<file path="src/hw/rtl/assert_macros.svh">
// ----------------------------------------------------------------------------
// Assertion macros
// Shared concurrent assertion helpers for the wavefolder RTL.
// ----------------------------------------------------------------------------
`ifndef ASSERT_MACROS_SVH
`define ASSERT_MACROS_SVH
`ifndef SYNTH
// Property checked outside reset.
`define WF_ASSERT(label, clk, rst, prop) \
  label: assert property (@(posedge clk) disable iff (rst) prop) \
    else $error("wavefolder assertion failed");
// Property checked at every edge, reset included.
`define WF_ASSERT_ALWAYS(label, clk, prop) \
  label: assert property (@(posedge clk) prop) \
    else $error("wavefolder assertion failed");
`else
`define WF_ASSERT(label, clk, rst, prop)
`define WF_ASSERT_ALWAYS(label, clk, prop)
`endif
`endif

</file>
<file path="src/hw/rtl/wf_pkg.sv">
// ----------------------------------------------------------------------------
// Wavefolder package
// Widths, fixed-point constants and the bus that runs along the fold cells.
// ----------------------------------------------------------------------------
package wf_pkg;

  localparam int NCELLS   = 5;
  localparam int OTERM_W  = 48;   // offset * 0.6, Q47
  localparam int GAIN_W   = 35;   // fold gain, unsigned Q32
  localparam int Q_W      = 51;   // drive before rounding, Q47
  localparam int DRIVE_W  = 35;   // drive, signed Q31
  localparam int MAG_W    = 34;   // |drive|
  localparam int ACC_W    = 58;   // segment sum, Q47
  localparam int SLOPE_W  = 21;
  localparam int SGNK_W   = 23;
  localparam int U_W      = 22;   // biased quotient input for the divide by three
  localparam int RCP_W    = 23;
  localparam int OUT_W    = 20;

  localparam logic [GAIN_W-1:0]  FOLD_K  = 35'd353894;        // 5.4 in Q16
  localparam logic [GAIN_W-1:0]  GAIN_C  = 35'd2577006592;    // 0.6 in Q32
  localparam logic [31:0]        OFF_K   = 32'd2577006592;    // 0.6 in Q32
  localparam logic signed [Q_W-1:0] DRIVE_RND = 51'sd32768;
  localparam logic signed [ACC_W-1:0] OUT_RND = 58'sd6442450944;  // 1.5 * 2^32
  localparam logic signed [25:0] T_LIMIT  = 26'sd1572864;     // 3 * 2^19
  localparam logic [RCP_W-1:0]   RECIP3   = 23'd5592406;      // ceil(2^24 / 3)
  localparam logic [OUT_W-1:0]   Q_BIAS   = 20'h80000;
  localparam logic [OUT_W-1:0]   OUT_MAX  = 20'h7FFFF;
  localparam logic [OUT_W-1:0]   OUT_MIN  = 20'h80000;

  localparam logic [MAG_W-1:0] THR [NCELLS] = '{
    34'd1288490189, 34'd3865470566, 34'd6429566042, 34'd8761733284, 34'd11725260718
  };
  localparam logic signed [SLOPE_W-1:0] SLOPE [NCELLS] = '{
    -21'sd655334, 21'sd664186, -21'sd685924, 21'sd636999, -21'sd397463
  };
  localparam logic signed [SGNK_W-1:0] SGNK [NCELLS] = '{
    23'sd393216, -23'sd1195604, 23'sd2053586, -23'sd2599231, 23'sd2170102
  };

  typedef struct packed {
    logic signed [DRIVE_W-1:0] drive;
    logic [MAG_W-1:0]          mag;
    logic                      neg;   // raw sample below zero
    logic signed [ACC_W-1:0]   acc;
  } cell_bus_t;

endpackage

</file>
<file path="src/hw/rtl/wf_cell.sv">
// ----------------------------------------------------------------------------
// Wavefolder fold cell
// One folding stage: adds its linear segment when the drive passes its threshold.
// ----------------------------------------------------------------------------
module wf_cell (
  input  logic                               clk,
  input  logic                               rst,
  input  logic [wf_pkg::MAG_W-1:0]           thr,
  input  logic signed [wf_pkg::SLOPE_W-1:0]  slope,
  input  logic signed [wf_pkg::SGNK_W-1:0]   sgnk,
  input  logic                               in_valid,
  output logic                               in_ready,
  input  wf_pkg::cell_bus_t                  in_bus,
  output logic                               out_valid,
  input  logic                               out_ready,
  output wf_pkg::cell_bus_t                  out_bus
);
  import wf_pkg::*;

  logic                    active;
  logic signed [ACC_W-1:0] prod, sterm, seg;
  cell_bus_t               bus_next;

  assign in_ready = !out_valid || out_ready;

  always_comb begin
    active = in_bus.mag >= thr;
    prod   = ACC_W'(in_bus.drive) * ACC_W'(slope);
    sterm  = ACC_W'(sgnk) <<< 31;
    seg    = prod + (in_bus.neg ? -sterm : sterm);
    bus_next     = in_bus;
    bus_next.acc = in_bus.acc + (active ? seg : '0);
  end

  always_ff @(posedge clk) begin
    if (rst) begin
      out_valid <= 1'b0;
    end else if (in_ready) begin
      out_valid <= in_valid;
    end
  end

  always_ff @(posedge clk) begin
    if (in_ready && in_valid) begin
      out_bus <= bus_next;
    end
  end

endmodule

</file>
<file path="config.mk">
export PLATFORM = sky130hd
export DESIGN_NAME = wf_cell
export DESIGN_NICKNAME = d
export VERILOG_FILES = /design/src/hw/rtl/assert_macros.svh /design/src/hw/rtl/wf_pkg.sv /design/src/hw/rtl/wf_cell.sv
export SDC_FILE = /design/constraint.sdc
export NUM_CORES = 2
export LEC_CHECK = 0
export ABC_AREA = 1
export BUFFER_PORTS_ARGS = -buffer_cell sky130_fd_sc_hd__buf_2
export CORE_MARGIN = 4
export CORE_UTILIZATION = 60
export DETAILED_ROUTE_END_ITERATION = 12
export GPL_TIMING_DRIVEN = 0
export PLACE_DENSITY_LB_ADDON = 0.25
export SLEW_MARGIN = 30
export SYNTH_ARGS = -nofsm -noshare
export SYNTH_HDL_FRONTEND = slang
export SYNTH_SLANG_ARGS = --single-unit
</file>
<file path="constraint.sdc">
create_clock -name clk -period 10.2 [get_ports clk]
set_clock_uncertainty 0.05 [all_clocks]
set_input_delay 2.04 -clock clk [delete_from_list [all_inputs] [get_ports clk]]
set_output_delay 2.04 -clock clk [all_outputs]
set_load 0.005 [all_outputs]
</file>
==> results.py <==
metrics = {
    "synthesis": {
        "synth_enable_flop_cells": 128,
        "syn_area_per_cell_um2": 7.84,
        "synthCells": 4966,
        "ys_warn_count": 0,
        "synth_top_area_cell": "fa_1",
        "synth_cell_types": 51,
        "yosysSeqAreaShare": 0.0992,
        "synth_ff_type": "edfxtp_1",
        "synth_nets": 6233,
        "synth_top_area_frac": 0.399,
        "netlist_top_cells_area": "fa_1 (40%), inv_1 (13%), nand2_1 (12%), edfxtp_1 (9.9%), ha_1 (9.0%)",
        "synthArstFlopShare": 0,
        "ys_ff_latch": 129,
        "syn_area_mm2": 0.0389,
    },
    "routing": {
        "route.detailed.drc": 0,
        "detail_route.first_pass.iterations": 6,
        "vias": 33900,
        "postRouteAntennaNets": 0,
        "routed_via_density": 5.47,
        "wl_per_cell_um": 21.1,
        "drt_iter0_drc": 3176,
        "wirelength_um": 131000,
    },
    "placed_design": {
        "post-dp-hpwl_um": 110000,
        "pre_cts_slack_ns": -1.75,
        "io_buffers": 319,
        "dp_cells": 6146,
        "place_congestion": 1.02,
    },
    "worst_setup_path": {
        "cp_max_fo": 10,
        "cpMostUsedCell": "fa_1",
        "cp.arrival_ns": 10.20,
        "max_stage_delay_ns": 0.60,
        "critPathKind": "in -> reg",
        "worstSetupEndpointType": "flip-flop",
        "cp.required_ns": 10.37,
        "crit_path_start_kind": "input pin",
        "cp_slowest_cell": "fa_1",
    },
    "global_route": {
        "use_met3": 0.0745,
        "grt_use_met2": 0.622,
        "grt_max_degree": 22,
        "grt-busiest-layer": "met2",
        "grt_first_pass_wirelength_um": 200000,
        "use_met1": 0.485,
        "grt_pass1_vias": 35200,
        "antenna_found_initial": 7,
        "track_usage": 0.383,
        "grt.overflow.total": 0,
    },
    "sta": {
        "fin_crit_sh": 0.983,
        "hold_viol": 0,
        "slew_viol_final": 0,
        "relSlewSlack": 0.458,
        "clock.fmax_mhz": 99.7,
        "worst_slew_pin_slew_ns": 0.804,
        "final.setup.tns_ns": 0,
        "setup_viol": 0,
        "period_minus_slack_ns": 10.03,
        "fin_ws_ns": 0.170,
    },
    "clock_tree": {
        "clk_latency_ns": 0.48,
        "clock_path_buffers": 2,
        "clock-sinks": 129,
        "h-tree-depth": 4,
        "hold_buffers": 0,
        "cts.clk_slew.worst_paths_ns": 0.07,
        "cts_tree": "built",
        "clock-root-buffer": "clkbuf_16",
        "cts_buffers": 17,
    },
    "cells_and_area": {
        "areaGrowthSynthToFinish_pct": 10.7,
        "final_common_cell": "inv_1",
        "fin_cells": 6194,
        "layout.nets": 6591,
        "drive_above_1_share": 0.139,
        "layout_common_cells": "inv_1 (1388), nand2_1 (1216), fa_1 (773)",
    },
    "die": {
        "die_w_um": 263,
        "io-pin-count": 340,
        "die-area_mm2": 0.0690,
        "num_rows": 93,
        "start_util": 0.605,
        "core_mm2": 0.0643,
        "die_h_um": 263,
    },
    "hold_path": {
        "hold_path_class": "reg -> reg",
    },
    "run": {
        "cap_violations": 0,
    },
    "run_status": {
        "status": "finished, final reports clean",
    },
}
[metrics by stage]
stage	hold WS, ns	utilization	area (um2)
after floorplan	0.457	-	38900
after global placement	0.426	0.647	41600
after detailed placement	0.474	0.649	41800
after CTS	0.482	0.662	42600
after global routing	0.544	0.670	43100
final	0.483	0.670	43100
[final timing paths]
kind | startpoint | endpoint | slack [ns] | depth (start not counted)
worst min-delay path | out_valid$_SDFFE_PP0N_ | out_valid$_SDFFE_PP0N_ | 0.48 | 2
worst max register to register | out_valid$_SDFFE_PP0N_ | out_bus[126]$_DFFE_PP_ | 8.02 | 5
worst min register to register | out_valid$_SDFFE_PP0N_ | out_valid$_SDFFE_PP0N_ | 0.48 | 2
worst max-delay path | slope[20] | out_bus[41]$_DFFE_PP_ | 0.17 | 33
[metal layers]
layer	vias to the layer above	part of all wire
met4	2	0.069
met5	-	0.000054
met2	1892	0.46
met3	475	0.098
li1	15100	-
met1	16400	0.37
[final cells by class]
type / instances / area [um2]
Antenna cell: 2 / 5.00
Buffer: 163 / 962
Clock buffer: 17 / 425
Clock inverter: 15 / 160
Fill cell: 5592 / 21200
Inverter: 1424 / 5370
Multi-Input combinational cell: 3250 / 29400
Sequential cell: 129 / 3860
Tap cell: 855 / 1070
Timing Repair Buffer: 339 / 1840
[what timing repair did]
action                     in CTS  in global routing
gates resized for setup        94                329
pin swaps                       1                  2
cloned                          0                  0
buffers inserted               10                  4
setup endpoints to repair      36                 31
[state kept, by name, summed over array words and instances, names as in the netlist]
| signal | flops |
|---|---|
| out_valid | 1 |
| out_bus | 128 |
[critical path, delay by kind of cell]
| kind | cells | cell delay [ns] |
|---|---|---|
| compound gates | 4 | 0.98 |
| xor+xnor | 1 | 0.07 |
| fa+ha+maj | 9 | 4.25 |
| buf+inv | 6 | 0.97 |
| simple gates | 13 | 1.84 |
[kinds of logic after synthesis]
| group | after synthesis | share of synthesized area |
|---|---|---|
| AO/OA/AOI/OAI | 336 | 0.0507 |
| AND/OR/NAND/NOR | 1770 | 0.188 |
| XOR/XNOR | 87 | 0.0196 |
| flip-flops | 129 | 0.0992 |
| buffers and inverters | 1587 | 0.153 |
| adder cells (fa/ha/maj) | 1057 | 0.489 |
[cells in the mapped netlist (all sizes together), types with 5 or more instances]
cell type and number:
xor2 72, nand3 112, edfxtp 128, nor4 6
nor2 305, o211ai 5, buf 9, xnor2 15
fa 777, a31oi 13, o21ai 96, ha 280
nand4 21, nor3 34, a21o 17, o21bai 26
inv 1424, o21a 9, nand2 1250, nand3b 7
a21oi 159, clkbuf 154, or2 30
Power is left out: the tool's default activity adds up to more than one toggle a clock period on the data nets, which glitch-free logic cannot reach.
