`src/hw/rtl/assert_macros.svh`:
```
// ----------------------------------------------------------------------------
// Assertion macros
// Shared concurrent assertion helpers for the wavefolder RTL.
// ----------------------------------------------------------------------------
`ifndef ASSERT_MACROS_SVH
`define ASSERT_MACROS_SVH
`ifndef SYNTH
// Property checked outside reset.
`define WF_ASSERT(label, clk, rst, prop) \
  label: assert property (@(posedge clk) disable iff (rst) prop) \
    else $error("wavefolder assertion failed");
// Property checked at every edge, reset included.
`define WF_ASSERT_ALWAYS(label, clk, prop) \
  label: assert property (@(posedge clk) prop) \
    else $error("wavefolder assertion failed");
`else
`define WF_ASSERT(label, clk, rst, prop)
`define WF_ASSERT_ALWAYS(label, clk, prop)
`endif
`endif

```
`src/hw/rtl/wf_pkg.sv`:
```
// ----------------------------------------------------------------------------
// Wavefolder package
// Widths, fixed-point constants and the bus that runs along the fold cells.
// ----------------------------------------------------------------------------
package wf_pkg;

  localparam int NCELLS   = 5;
  localparam int OTERM_W  = 48;   // offset * 0.6, Q47
  localparam int GAIN_W   = 35;   // fold gain, unsigned Q32
  localparam int Q_W      = 51;   // drive before rounding, Q47
  localparam int DRIVE_W  = 35;   // drive, signed Q31
  localparam int MAG_W    = 34;   // |drive|
  localparam int ACC_W    = 58;   // segment sum, Q47
  localparam int SLOPE_W  = 21;
  localparam int SGNK_W   = 23;
  localparam int U_W      = 22;   // biased quotient input for the divide by three
  localparam int RCP_W    = 23;
  localparam int OUT_W    = 20;

  localparam logic [GAIN_W-1:0]  FOLD_K  = 35'd353894;        // 5.4 in Q16
  localparam logic [GAIN_W-1:0]  GAIN_C  = 35'd2577006592;    // 0.6 in Q32
  localparam logic [31:0]        OFF_K   = 32'd2577006592;    // 0.6 in Q32
  localparam logic signed [Q_W-1:0] DRIVE_RND = 51'sd32768;
  localparam logic signed [ACC_W-1:0] OUT_RND = 58'sd6442450944;  // 1.5 * 2^32
  localparam logic signed [25:0] T_LIMIT  = 26'sd1572864;     // 3 * 2^19
  localparam logic [RCP_W-1:0]   RECIP3   = 23'd5592406;      // ceil(2^24 / 3)
  localparam logic [OUT_W-1:0]   Q_BIAS   = 20'h80000;
  localparam logic [OUT_W-1:0]   OUT_MAX  = 20'h7FFFF;
  localparam logic [OUT_W-1:0]   OUT_MIN  = 20'h80000;

  localparam logic [MAG_W-1:0] THR [NCELLS] = '{
    34'd1288490189, 34'd3865470566, 34'd6429566042, 34'd8761733284, 34'd11725260718
  };
  localparam logic signed [SLOPE_W-1:0] SLOPE [NCELLS] = '{
    -21'sd655334, 21'sd664186, -21'sd685924, 21'sd636999, -21'sd397463
  };
  localparam logic signed [SGNK_W-1:0] SGNK [NCELLS] = '{
    23'sd393216, -23'sd1195604, 23'sd2053586, -23'sd2599231, 23'sd2170102
  };

  typedef struct packed {
    logic signed [DRIVE_W-1:0] drive;
    logic [MAG_W-1:0]          mag;
    logic                      neg;   // raw sample below zero
    logic signed [ACC_W-1:0]   acc;
  } cell_bus_t;

endpackage

```
`src/hw/rtl/wf_drive.sv`:
```
// ----------------------------------------------------------------------------
// Wavefolder drive unit
// Forms the drive offset*0.6 + (fold*5.4 + 0.6)*sample in three stages.
// ----------------------------------------------------------------------------
module wf_drive (
  input  logic                clk,
  input  logic                rst,
  input  logic                in_valid,
  output logic                in_ready,
  input  logic signed [15:0]  sample,
  input  logic [15:0]         fold_amount,
  input  logic signed [15:0]  offset,
  output logic                out_valid,
  input  logic                out_ready,
  output wf_pkg::cell_bus_t   out_bus
);
  import wf_pkg::*;

  logic va, vb;
  logic ra, rb, rc;

  logic [GAIN_W-1:0]         gain;
  logic signed [OTERM_W-1:0] oterm;
  logic signed [15:0]        sample_a, sample_b;
  logic signed [Q_W-1:0]     q47;

  logic [GAIN_W-1:0]         gain_next;
  logic signed [OTERM_W-1:0] oterm_next;
  logic signed [Q_W-1:0]     q47_next;
  logic signed [Q_W-1:0]     rnd;
  logic signed [DRIVE_W-1:0] drive_c, neg_drive;
  cell_bus_t                 bus_next;

  assign rc       = !out_valid || out_ready;
  assign rb       = !vb || rc;
  assign ra       = !va || rb;
  assign in_ready = ra;

  always_comb begin
    gain_next  = GAIN_W'(fold_amount) * FOLD_K + GAIN_C;
    oterm_next = OTERM_W'(offset) * $signed(OTERM_W'(OFF_K));
    q47_next   = Q_W'(oterm) + $signed(Q_W'(gain)) * Q_W'(sample_a);
    rnd        = q47 + DRIVE_RND;
    drive_c    = rnd[Q_W-1:16];
    neg_drive  = -drive_c;
    bus_next.drive = drive_c;
    bus_next.mag   = drive_c[DRIVE_W-1] ? neg_drive[MAG_W-1:0] : drive_c[MAG_W-1:0];
    bus_next.neg   = sample_b[15];
    // 5 * drive in Q47 is drive * 2^16 + drive * 2^18.
    bus_next.acc   = (ACC_W'(drive_c) <<< 16) + (ACC_W'(drive_c) <<< 18);
  end

  always_ff @(posedge clk) begin
    if (rst) begin
      va        <= 1'b0;
      vb        <= 1'b0;
      out_valid <= 1'b0;
    end else begin
      if (ra) va <= in_valid;
      if (rb) vb <= va;
      if (rc) out_valid <= vb;
    end
  end

  always_ff @(posedge clk) begin
    if (ra && in_valid) begin
      gain     <= gain_next;
      oterm    <= oterm_next;
      sample_a <= sample;
    end
    if (rb && va) begin
      q47      <= q47_next;
      sample_b <= sample_a;
    end
    if (rc && vb) begin
      out_bus <= bus_next;
    end
  end

endmodule

```
`config.mk`:
```
export PLATFORM = sky130hd
export DESIGN_NAME = wf_drive
export DESIGN_NICKNAME = d
export VERILOG_FILES = /design/src/hw/rtl/assert_macros.svh /design/src/hw/rtl/wf_pkg.sv /design/src/hw/rtl/wf_drive.sv
export SDC_FILE = /design/constraint.sdc
export NUM_CORES = 2
export LEC_CHECK = 0
export BUFFER_PORTS_ARGS = -buffer_cell sky130_fd_sc_hd__buf_4
export CORE_MARGIN = 2
export CORE_UTILIZATION = 60
export CTS_CLUSTER_SIZE = 28
export DETAILED_ROUTE_END_ITERATION = 8
export PLACE_DENSITY_LB_ADDON = 0.25
export SKIP_CTS_REPAIR_TIMING = 1
export SYNTH_ARGS = -nofsm -noshare
export SYNTH_HDL_FRONTEND = slang
export SYNTH_SLANG_ARGS = --single-unit
export TNS_END_PERCENT = 30
```
`constraint.sdc`:
```
create_clock -name clk -period 8.3 [get_ports clk]
set_clock_uncertainty 0.2 [all_clocks]
set_input_delay 0.415 -clock clk [delete_from_list [all_inputs] [get_ports clk]]
set_output_delay 0.415 -clock clk [all_outputs]
set_load 0.01 [all_outputs]
```
==> impl_metrics.yaml <==
status:
  status: "finished, violations left"
  violations: "hold timing"
clocking:
  clkTransAtPathRegs_ps: 60
  cts_buffers: 25
  max-clock-path-buffers: 3
  htreeDepth: 1
  clock_tree.root_cell: "clkbuf_16"
  cts_tree: "built"
  numClockSinks: 225
  clk_latency_ps: 580
drt:
  vias: 25770
  routedWlPerCell_um: 17.1
  drc: 0
  drt_pass1_iterations: 6
  dr.first_iter.drc_count: 1434
  ant_nets: 0
  via_per_inst: 5.32
  drt_wl_total_um: 83000
grt:
  grt_max_degree: 82
  grtUsageMet2_pct: 46.2
  grt_pass1_vias: 26748
  grt_overflow: 0
  use_met1_pct: 34.4
  use_met3_pct: 4.22
  grt_pass1_wl_um: 135000
  grt_antenna_before_repair: 0
  grt_usage_pct: 26.6
  busiest_layer: "met2"
synth:
  synthesis.area_um2: 37500
  synth_top_family_by_area: "adder cells"
  synth_largest_area_cell: "fa_1"
  synth_cell_types: 77
  avgSynthCellArea_um2: 9.72
  ys_ff_latch: 225
  synth_compound_area_share_pct: 6.27
  yosys_warnings: 0
  async_reset_ff_share_pct: 0
  synthTopCellsByArea: "fa_1, edfxtp_1, ha_1"
  yosys.area_share.simple_pct: 11.3
  synth-xor-area-share_pct: 4.78
  synth_top_area_share_pct: 34.7
  syn_inst: 3854
  synth_ff_type: "edfxtp_1"
  yosysSeqAreaShare_pct: 18.0
  synthMuxAreaShare_pct: 0
  synth_edf_count: 222
  synth_fa_ha_area_share_pct: 48.5
timing:
  drv_slew: 0
  tightest_slew_ps: 1150
  fin_tns_setup_ps: 0
  grt_setup_unrepaired: "false"
  min_period_over_period_pct: 93.5
  setup_viol: 0
  hold_violations: 1
  timing.hold.ws_ps: -2.19
  max_freq_mhz: 129
  relSlewSlack_pct: 23.2
  min_period_ps: 7760
setup_path:
  start_kind: "register"
  rr_endpoint: "q47[50]"
  cp_data_arrival_time_ps: 7860
  crit_fanout: 22
  r2r-start: "sample_a[1]"
  critical_path.endpoint_type: "register"
  reg2reg_slack_ps: 540
  cp_data_required_time_ps: 8400
  path_class: "reg2reg"
  rr_worst_depth: 25
place:
  dp_hpwl_um: 68600
  portBuffers: 165
  placed_area_um2: 39600
  gp_congestion: 0.917
final_layout:
  n_fill_cell: 4946
  diodes: 0
  finish.instance_area_um2: 40600
  drive_gt1_share_pct: 6.94
  fin_nets: 5102
  syn_to_final_growth_pct: 8.39
  fin_util_pct: 65.8
hold_path:
  min_from: "in_valid"
  hold_depth: 3
  hold_path.class: "in2reg"
  hold_path_end: "va"
run:
  cap_violations: 0
floorplanning:
  die_x_um: 254
  core_area_um2: 61700
  rows: 91
  die_area_um2: 64500
  dieHeight_um: 254
  start_util_pct: 60.7
  pin_count: 182
-- through the flow --
| step | setup WS (ps) | hold slack (ps) | instances |
|---|---|---|---|
| 2_1_floorplan | 1260 | 200 | 3869 |
| 3_3_place_gp | 663 | 214 | 4778 |
| 3_5_place_dp | 563 | 208 | 4778 |
| 4_1_cts | 519 | -201 | 4823 |
| 5_1_grt | 193 | 46.5 | 4844 |
| 6_report | 539 | -2.19 | 4844 |
-- worst max-delay path by stage --
stage / endpoint / slack, ps / from
CTS: q47[50] / 520 / sample_a[1]
global route: q47[42] / 190 / sample_a[1]
global placement: q47[50] / 660 / sample_a[1]
finish: q47[50] / 540 / sample_a[1]
floorplan: q47[50] / 1260 / sample_a[15]
detailed placement: q47[50] / 560 / sample_a[1]
-- cell families after synthesis --
kind of cell	after synthesis
simple gates	908
xor+xnor	202
compound gates	357
other cells	1
buf+inv	1100
fa+ha+maj	1061
flops	225
-- Yosys cell counts (all sizes together), types with 10 or more instances --
| cell | n |
|---|---|
| o21a | 21 |
| buf | 30 |
| a21boi | 10 |
| a31oi | 19 |
| nor2 | 137 |
| a21oi | 110 |
| fa | 650 |
| ha | 411 |
| nand3 | 38 |
| nor3 | 32 |
| nor2b | 15 |
| xor2 | 67 |
| nand2 | 428 |
| nand4 | 22 |
| and2 | 161 |
| xnor2 | 135 |
| o21ai | 64 |
| nand2b | 21 |
| or2 | 12 |
| edfxtp | 222 |
| a21o | 54 |
| inv | 970 |
| and3 | 14 |
| clkbuf | 99 |
| o21bai | 12 |
-- sequential cells by signal (all words and copies together), names as in the netlist --
| name | count |
|---|---|
| sample_a | 16 |
| vb | 1 |
| q47 | 36 |
| oterm | 31 |
| out_bus | 104 |
| gain | 34 |
| out_valid | 1 |
| va | 1 |
| sample_b | 1 |
-- area by class of cell --
cell class	instances	area [µm²]	share of cell area (%)
multi-input combinational	2544	26600	65.5
tap	837	1050	2.58
clock buffer	30	644	1.59
clock inverter	15	201	0.496
inverter	971	3640	8.98
sequential	225	6730	16.6
timing repair buffer	222	1730	4.26
-- placed cells by master, fill, tap and decap left out, types with 7 or more instances in the layout --
master | Yosys | routed
and3_1 | 14 | 14
xnor2_1 | 133 | 132
nor3_1 | 32 | 32
a21oi_1 | 110 | 110
o31ai_1 | 7 | 7
or2_2 | 12 | 12
nand4_1 | 22 | 22
nor2b_1 | 15 | 14
o21a_1 | 21 | 21
ha_1 | 411 | 411
nor2_1 | 137 | 137
conb_1 | 1 | 16
nand2_1 | 427 | 427
edfxtp_1 | 222 | 222
and2_1 | 161 | 161
o21bai_1 | 12 | 12
clkbuf_16 | 0 | 25
o21ai_0 | 60 | 60
dlygate4sd3_1 | 0 | 21
buf_4 | 24 | 200
a211oi_1 | 8 | 8
xor2_1 | 66 | 66
inv_1 | 970 | 970
nor4_1 | 8 | 8
fa_1 | 650 | 650
nand2b_1 | 21 | 21
a31oi_1 | 18 | 17
nand3_1 | 38 | 38
a21o_1 | 54 | 54
-- critical path, cell delays in order, from the launching register on --
cell      delay [ps]
edfxtp_1         840
nand2_1          200
fa_1             590
inv_1             60
fa_1             530
inv_1             50
fa_1             490
inv_1             50
fa_1             490
fa_1             500
inv_1             50
fa_1             520
inv_1             50
ha_1             370
nand4_1          150
or3_1            400
o211ai_1         280
a311oi_1         210
nor3_1           220
buf_4            170
o211ai_1         110
a31o_2           280
a21o_1           200
a31oi_1          230
a21oi_1          110
xnor2_1          130
-- routing by layer --
metal / up-vias / wire, µm / part of all wire [%]
li1: 12042 / - / -
met1: 12787 / 33400 / 40
met2: 775 / 41600 / 50
met3: 164 / 5360 / 6.5
met4: 2 / 2530 / 3.0
met5: - / 77 / 0.093
Power is not shown: default switching activity piles up to over one toggle a cycle in this logic, so the estimate is an artifact.
