--- src/hw/rtl/assert_macros.svh ---
// ----------------------------------------------------------------------------
// Assertion macros
// Shared concurrent assertion helpers for the wavefolder RTL.
// ----------------------------------------------------------------------------
`ifndef ASSERT_MACROS_SVH
`define ASSERT_MACROS_SVH
`ifndef SYNTH
// Property checked outside reset.
`define WF_ASSERT(label, clk, rst, prop) \
  label: assert property (@(posedge clk) disable iff (rst) prop) \
    else $error("wavefolder assertion failed");
// Property checked at every edge, reset included.
`define WF_ASSERT_ALWAYS(label, clk, prop) \
  label: assert property (@(posedge clk) prop) \
    else $error("wavefolder assertion failed");
`else
`define WF_ASSERT(label, clk, rst, prop)
`define WF_ASSERT_ALWAYS(label, clk, prop)
`endif
`endif

--- src/hw/rtl/wf_pkg.sv ---
// ----------------------------------------------------------------------------
// Wavefolder package
// Widths, fixed-point constants and the bus that runs along the fold cells.
// ----------------------------------------------------------------------------
package wf_pkg;

  localparam int NCELLS   = 5;
  localparam int OTERM_W  = 48;   // offset * 0.6, Q47
  localparam int GAIN_W   = 35;   // fold gain, unsigned Q32
  localparam int Q_W      = 51;   // drive before rounding, Q47
  localparam int DRIVE_W  = 35;   // drive, signed Q31
  localparam int MAG_W    = 34;   // |drive|
  localparam int ACC_W    = 58;   // segment sum, Q47
  localparam int SLOPE_W  = 21;
  localparam int SGNK_W   = 23;
  localparam int U_W      = 22;   // biased quotient input for the divide by three
  localparam int RCP_W    = 23;
  localparam int OUT_W    = 20;

  localparam logic [GAIN_W-1:0]  FOLD_K  = 35'd353894;        // 5.4 in Q16
  localparam logic [GAIN_W-1:0]  GAIN_C  = 35'd2577006592;    // 0.6 in Q32
  localparam logic [31:0]        OFF_K   = 32'd2577006592;    // 0.6 in Q32
  localparam logic signed [Q_W-1:0] DRIVE_RND = 51'sd32768;
  localparam logic signed [ACC_W-1:0] OUT_RND = 58'sd6442450944;  // 1.5 * 2^32
  localparam logic signed [25:0] T_LIMIT  = 26'sd1572864;     // 3 * 2^19
  localparam logic [RCP_W-1:0]   RECIP3   = 23'd5592406;      // ceil(2^24 / 3)
  localparam logic [OUT_W-1:0]   Q_BIAS   = 20'h80000;
  localparam logic [OUT_W-1:0]   OUT_MAX  = 20'h7FFFF;
  localparam logic [OUT_W-1:0]   OUT_MIN  = 20'h80000;

  localparam logic [MAG_W-1:0] THR [NCELLS] = '{
    34'd1288490189, 34'd3865470566, 34'd6429566042, 34'd8761733284, 34'd11725260718
  };
  localparam logic signed [SLOPE_W-1:0] SLOPE [NCELLS] = '{
    -21'sd655334, 21'sd664186, -21'sd685924, 21'sd636999, -21'sd397463
  };
  localparam logic signed [SGNK_W-1:0] SGNK [NCELLS] = '{
    23'sd393216, -23'sd1195604, 23'sd2053586, -23'sd2599231, 23'sd2170102
  };

  typedef struct packed {
    logic signed [DRIVE_W-1:0] drive;
    logic [MAG_W-1:0]          mag;
    logic                      neg;   // raw sample below zero
    logic signed [ACC_W-1:0]   acc;
  } cell_bus_t;

endpackage

--- src/hw/rtl/wf_scale.sv ---
// ----------------------------------------------------------------------------
// Wavefolder output scaler
// Divides the segment sum by three, rounds to Q4.15 and saturates.
// ----------------------------------------------------------------------------
module wf_scale (
  input  logic                      clk,
  input  logic                      rst,
  input  logic                      in_valid,
  output logic                      in_ready,
  input  wf_pkg::cell_bus_t         in_bus,
  output logic                      out_valid,
  input  logic                      out_ready,
  output logic [wf_pkg::OUT_W-1:0]  folded
);
  import wf_pkg::*;

  logic                 va;
  logic                 ra, rb;
  logic [U_W-1:0]       u;
  logic                 hi, lo;

  logic signed [ACC_W-1:0] sum;
  logic signed [25:0]      t, tb;
  logic [U_W+RCP_W-1:0]    prod;
  logic [OUT_W-1:0]        folded_next;

  assign rb       = !out_valid || out_ready;
  assign ra       = !va || rb;
  assign in_ready = ra;

  always_comb begin
    sum  = in_bus.acc + OUT_RND;
    t    = sum[ACC_W-1:32];
    tb   = t + T_LIMIT;
    prod = (U_W+RCP_W)'(u) * (U_W+RCP_W)'(RECIP3);
    if (hi) begin
      folded_next = OUT_MAX;
    end else if (lo) begin
      folded_next = OUT_MIN;
    end else begin
      folded_next = prod[OUT_W+23:24] - Q_BIAS;
    end
  end

  always_ff @(posedge clk) begin
    if (rst) begin
      va        <= 1'b0;
      out_valid <= 1'b0;
    end else begin
      if (ra) va <= in_valid;
      if (rb) out_valid <= va;
    end
  end

  always_ff @(posedge clk) begin
    if (ra && in_valid) begin
      u  <= tb[U_W-1:0];
      hi <= t >= T_LIMIT;
      lo <= t < -T_LIMIT;
    end
    if (rb && va) begin
      folded <= folded_next;
    end
  end

endmodule

--- config.mk ---
export PLATFORM = sky130hd
export DESIGN_NAME = wf_scale
export DESIGN_NICKNAME = d
export VERILOG_FILES = /design/src/hw/rtl/assert_macros.svh /design/src/hw/rtl/wf_pkg.sv /design/src/hw/rtl/wf_scale.sv
export SDC_FILE = /design/constraint.sdc
export NUM_CORES = 1
export LEC_CHECK = 0
export BUFFER_PORTS_ARGS = -buffer_cell sky130_fd_sc_hd__buf_2
export CAP_MARGIN = 0
export CORE_MARGIN = 2
export CORE_UTILIZATION = 25
export DETAILED_ROUTE_END_ITERATION = 10
export PLACE_DENSITY_LB_ADDON = 0.05
export SLEW_MARGIN = 0
export SYNTH_ARGS = -nofsm -noshare
export SYNTH_HDL_FRONTEND = slang
export SYNTH_SLANG_ARGS = --single-unit
--- constraint.sdc ---
create_clock -name clk -period 7.39 [get_ports clk]
set_clock_uncertainty 0.2 [all_clocks]
set_input_delay 0.739 -clock clk [delete_from_list [all_inputs] [get_ports clk]]
set_output_delay 0.739 -clock clk [all_outputs]
set_load 0.05 [all_outputs]
==> results of run 1 <==
path summary, 6_finish.rpt:
path | from | to | slack, ns | depth (start not counted)
hold / removal | va | out_valid | 0.31 | 2
hold reg to reg | va | out_valid | 0.31 | 2
setup / recovery | u[14] | folded[17] | 0.26 | 20
setup reg to reg | u[14] | folded[17] | 0.26 | 20
final cells by class:
| cell class | count | area, µm² | share of cell area |
|---|---|---|---|
| inverter | 309 | 1160 | 0.0962 |
| tap | 539 | 674 | 0.0559 |
| multi-input combinational | 695 | 8040 | 0.666 |
| sequential | 46 | 1360 | 0.113 |
| clock buffer | 5 | 125 | 0.0104 |
| clock inverter | 3 | 16.3 | 0.00135 |
| timing repair buffer | 109 | 688 | 0.0571 |
registers in the layout, indices dropped and copies added, names as in the netlist:
signal and flops:
folded 20, hi 1, lo 1, out_valid 1, u 22, va 1
metrics by stage:
stage	utilization	instances	hold slack, ns	setup WS (ns)
6_report	0.288	1706	0.315	0.263
5_1_grt	0.288	1706	0.366	0.000605
4_1_cts	0.288	1703	0.326	0.106
3_5_place_dp	0.284	1695	0.318	0.147
3_3_place_gp	0.284	1695	0.312	0.140
2_1_floorplan	-	1059	0.278	0.780
logic make-up after synthesis:
group / count (synthesis)
flops: 46
simple gates: 136
fa+ha+maj: 383
xor+xnor: 46
compound gates: 129
mux: 1
buf+inv: 318
per-layer routing:
metal / up-vias / routed length [µm]
met4: 0 / 308
met2: 39 / 15500
li1: 3606 / -
met1: 3590 / 14500
met3: 8 / 365
met5: - / 0
critical path: stages (launching register included):
cell	delay (ns)
edfxtp_1	0.46
ha_1	0.41
inv_1	0.12
fa_1	0.53
fa_1	0.51
inv_1	0.06
fa_1	0.51
fa_1	0.44
fa_1	0.55
inv_1	0.05
fa_1	0.53
inv_1	0.04
ha_1	0.34
a211oi_1	0.28
o21ai_0	0.15
a221o_1	0.34
a211o_1	0.38
a211oi_2	0.32
nor3_1	0.13
or3_1	0.32
a31o_1	0.22
timing repair:
item                       CTS  global route
buffers inserted             0             3
setup endpoints to repair    0             6
gates resized for setup      0             1
cell usage in the layout (no fill, tap or decap), types with 9 or more instances in the layout:
cell type / count
nand2_1: 39
nand3_1: 17
nand4_1: 10
o21ai_0: 32
a21oi_1: 29
ha_1: 212
buf_2: 52
buf_4: 57
xnor2_1: 38
edfxtp_1: 44
a21o_1: 16
and2_1: 9
nor2_1: 27
fa_1: 171
inv_1: 308
==> impl_metrics.tcl, run 1 <==
set metrics [dict create \
    coreArea_um2 41900 \
    yosysMostFrequentCell "inv_1" \
    relSlewSlack 0.269 \
    cts_tree "done" \
    cts_buffers 5 \
    synth_compound_area_frac 0.0812 \
    antenna_found_initial 0 \
    drt_iter0_markers 243 \
    grt_pass1_wl_mm 47.4 \
    met2_usage 0.257 \
    die_area_um2 44000 \
    cts.path.max_buffers 2 \
    areaGrowthSynthToFinish_pct 13.9 \
    tns_ns 0 \
    die_width_um 210 \
    avgRoutedWirePerCell_um 18.0 \
    end_kind "register" \
    start_kind "register" \
    ys_top_cells_by_count "inv_1 (308), ha_1 (212), fa_1 (171)" \
    synth_ff_type "edfxtp_1" \
    cts_hold_buf 0 \
    synth_cell_types 51 \
    use_met3 0.0114 \
    grt_usage 0.146 \
    grtUsageMet1 0.199 \
    port_buffers 52 \
    viasPerCell 4.25 \
    rsz0062_at_grt "no" \
    drc_errors 0 \
    netlist_area_um2 10600 \
    synth_top_area_cell "fa_1" \
    vias 7243 \
    hold_viol_final 0 \
    synthSimpleGateAreaFrac 0.0646 \
    period_minus_slack_ns 7.13 \
    die_y_um 210 \
    antenna_left 0 \
    htree_num_levels 2 \
    routed_wl_mm 30.7 \
    initial_core_util 0.253 \
    antenna_cells 0 \
    grt_overflow 0 \
    top_usage_layer "met2" \
    hpwl_mm 28.3 \
    synthesis.nets 1574 \
    setup_violations 0 \
    synth_edf_count 44 \
    dr.pass1.iters 5 \
    grt_pass1_vias 7953 \
    arrival_ns 6.99 \
    yosys_warnings 0 \
    clockRootBuffer "clkbuf_16" \
    tightestPinTransition_ns 1.10 \
    gp_congestion 0.801 \
    clkSlewWorstSetupHoldPaths_ns 0.06 \
    fmax_mhz 140 \
    synth-seq-area-share 0.129 \
    nNetsFinal 1681 \
    path_class "register to register" \
    slew_viol_final 0 \
    outcome "completed" \
    place_area_um2 11900 \
    synthMuxAreaShare 0.00106 \
    postSynthCellCount 1059 \
    fillers 4551 \
    hp-class "register to register" \
    rows 75 \
    min_period_over_period 0.964 \
    synth_top_area_frac 0.323 \
    stdcell_area_um2 12100 \
    drv_cap 0 \
    crit_fanout 4 \
    insertion_delay_ns 0.30 \
    synthTopCellsByArea "fa_1 (32%), ha_1 (25%), edfxtp_1 (12%)" \
    synthXorXnorAreaFrac 0.0380 \
    synth_top_family_by_area "adder cells" \
    worstPathRequired_ns 7.25 \
    grt_max_degree 25 \
    clkSinkCount 46 \
    synthArstFlopShare 0 \
    synth_seq_cells 46 \
    drive_above_1_share 0.111 \
    syn_area_per_cell_um2 10.0 \
    synthAdderAreaFrac 0.574 \
    ios 154 \
]
Power of run 1 is left out: the tool's default activity adds up to more than one toggle a clock period on the data nets, which glitch-free logic cannot reach.
==> run 2, diff against run 1 <==
--- a/config.mk
+++ b/config.mk
@@ -11,6 +11,7 @@
 export CORE_UTILIZATION = 25
 export DETAILED_ROUTE_END_ITERATION = 10
 export PLACE_DENSITY_LB_ADDON = 0.05
+export REMOVE_ABC_BUFFERS = 1
 export SLEW_MARGIN = 0
 export SYNTH_ARGS = -nofsm -noshare
 export SYNTH_HDL_FRONTEND = slang
==> run 2 against run 1 <==
  * Sequential share of layout area barely moved
  * Die area did not move
  * Cell count barely moved
  * Routed wire length rose by 1.2%
  * Global-route usage barely moved
  * Critical path depth did not move
  * Worst hold slack improved by 0.0016 ns
  * Sequential cell count did not move
==> impl_metrics.tcl, run 2 (synthesis results as in run 1) <==
set metrics [dict create \
    outcome "completed" \
    port_buffers 52 \
    tns_ns 0 \
    hp-class "register to register" \
    fmax_mhz 141 \
    die_y_um 210 \
    die_width_um 210 \
    end_kind "register" \
    hold_viol_final 0 \
    slew_viol_final 0 \
    nNetsFinal 1680 \
    htree_num_levels 2 \
    critPathMaxStageDelay_ns 0.54 \
    setup_violations 0 \
    most-common-layout-cells "inv_1 (308), ha_1 (212), fa_1 (171)" \
    fillers 4498 \
    dr.pass1.iters 4 \
    drc_errors 0 \
    hpwl_mm 28.6 \
    relSlewSlack 0.268 \
    antenna_cells 0 \
    antenna_left 0 \
    initial_core_util 0.253 \
    cts_buffers 5 \
    die_area_um2 44000 \
    viasPerCell 4.26 \
    worstPathRequired_ns 7.25 \
    vias 7270 \
    crit_chain "ha_1, inv_1, fa_1, fa_1, inv_1, fa_1, inv_1, fa_1, fa_1, inv_1, fa_1, ha_1, and3_1, a2111o_1, and4_1, a211o_1, a211oi_2, nor3_1, or3_1, a31o_1" \
    tightestPinTransition_ns 1.10 \
    crit_slowest_cell "fa_1" \
    worstPathBufferInverterCount 4 \
    coreArea_um2 41900 \
    drive_above_1_share 0.111 \
    reg_top3 "u x22, folded x20" \
    path_class "register to register" \
    clockRootBuffer "clkbuf_16" \
    rsz0062_at_grt "no" \
    min_period_over_period 0.958 \
    drv_cap 0 \
    avgRoutedWirePerCell_um 18.2 \
    crit_fanout 5 \
    ios 154 \
    cpLargestDelayFamily "adder cells" \
    antenna_found_initial 0 \
    rows 75 \
    post_cts_buffers 0 \
    routed_wl_mm 31.0 \
    final_common_cell "inv_1" \
    cp_common_cell "fa_1" \
    clkSinkCount 46 \
    largest_reg_flops 22 \
    arrival_ns 6.94 \
    grt_usage 0.147 \
    cts_hold_buf 0 \
    drt_iter0_markers 260 \
    largest_register "u" \
    period_minus_slack_ns 7.08 \
    cts.path.max_buffers 2 \
    grt_overflow 0 \
    grt_pass1_vias 7883 \
    clkSlewWorstSetupHoldPaths_ns 0.07 \
    areaGrowthSynthToFinish_pct 13.8 \
    gp_congestion 0.812 \
    grt_pass1_wl_mm 47.6 \
    grt_max_degree 25 \
    insertion_delay_ns 0.31 \
    cts_tree "done" \
    start_kind "register" \
]
run 2: worst reg2reg max path: stages (launching register included):
cell and delay, ns:
edfxtp_1 0.53, ha_1 0.36, inv_1 0.07, fa_1 0.53, fa_1 0.52, inv_1 0.05, fa_1 0.49, inv_1 0.05
fa_1 0.46, fa_1 0.54, inv_1 0.05, fa_1 0.47, ha_1 0.33, and3_1 0.21, a2111o_1 0.40, and4_1 0.22
a211o_1 0.39, a211oi_2 0.31, nor3_1 0.13, or3_1 0.31, a31o_1 0.22
run 2: through the flow:
step	hold WS, ns	instances	setup slack [ns]	instance area, µm²	util
after floorplan	0.278	1050	0.780	10600	-
after global placement	0.314	1697	0.184	11900	0.285
after detailed placement	0.309	1697	0.230	11900	0.285
after CTS	0.320	1705	0.187	12100	0.288
after global routing	0.392	1705	0.0172	12100	0.288
final	0.316	1705	0.311	12100	0.288
run 2: routing by layer:
metal,part of all wire,up-vias,wire length (µm),global-route usage
li1,-,3602,-,-
met5,0,-,0,0
met2,0.49,61,15300,0.253
met3,0.015,12,472,0.0108
met4,0.0092,0,287,0.0267
met1,0.48,3595,15000,0.204
run 2: final timing paths:
| kind | from | to | slack [ns] | cells past startpoint |
|---|---|---|---|---|
| hold reg to reg | va | out_valid | 0.32 | 2 |
| setup / recovery | u[13] | folded[17] | 0.31 | 20 |
| setup reg to reg | u[13] | folded[17] | 0.31 | 20 |
| hold / removal | va | out_valid | 0.32 | 2 |
run 2: cell type report:
type	count	area, µm²	area share
inverters	309	1160	0.0962
clock inverters	3	16.3	0.00135
well taps	539	674	0.0559
flip-flops and latches	46	1360	0.113
clock buffers	5	125	0.0104
repair buffers	108	681	0.0565
multi-input cells	695	8040	0.667
run 2: timing repair:
action | CTS | global route
gates resized for setup | 0 | 1
hold endpoints to repair | 0 | 0
endpoints found under the setup margin | 0 | 3
Power of run 2 is left out for the same reason.
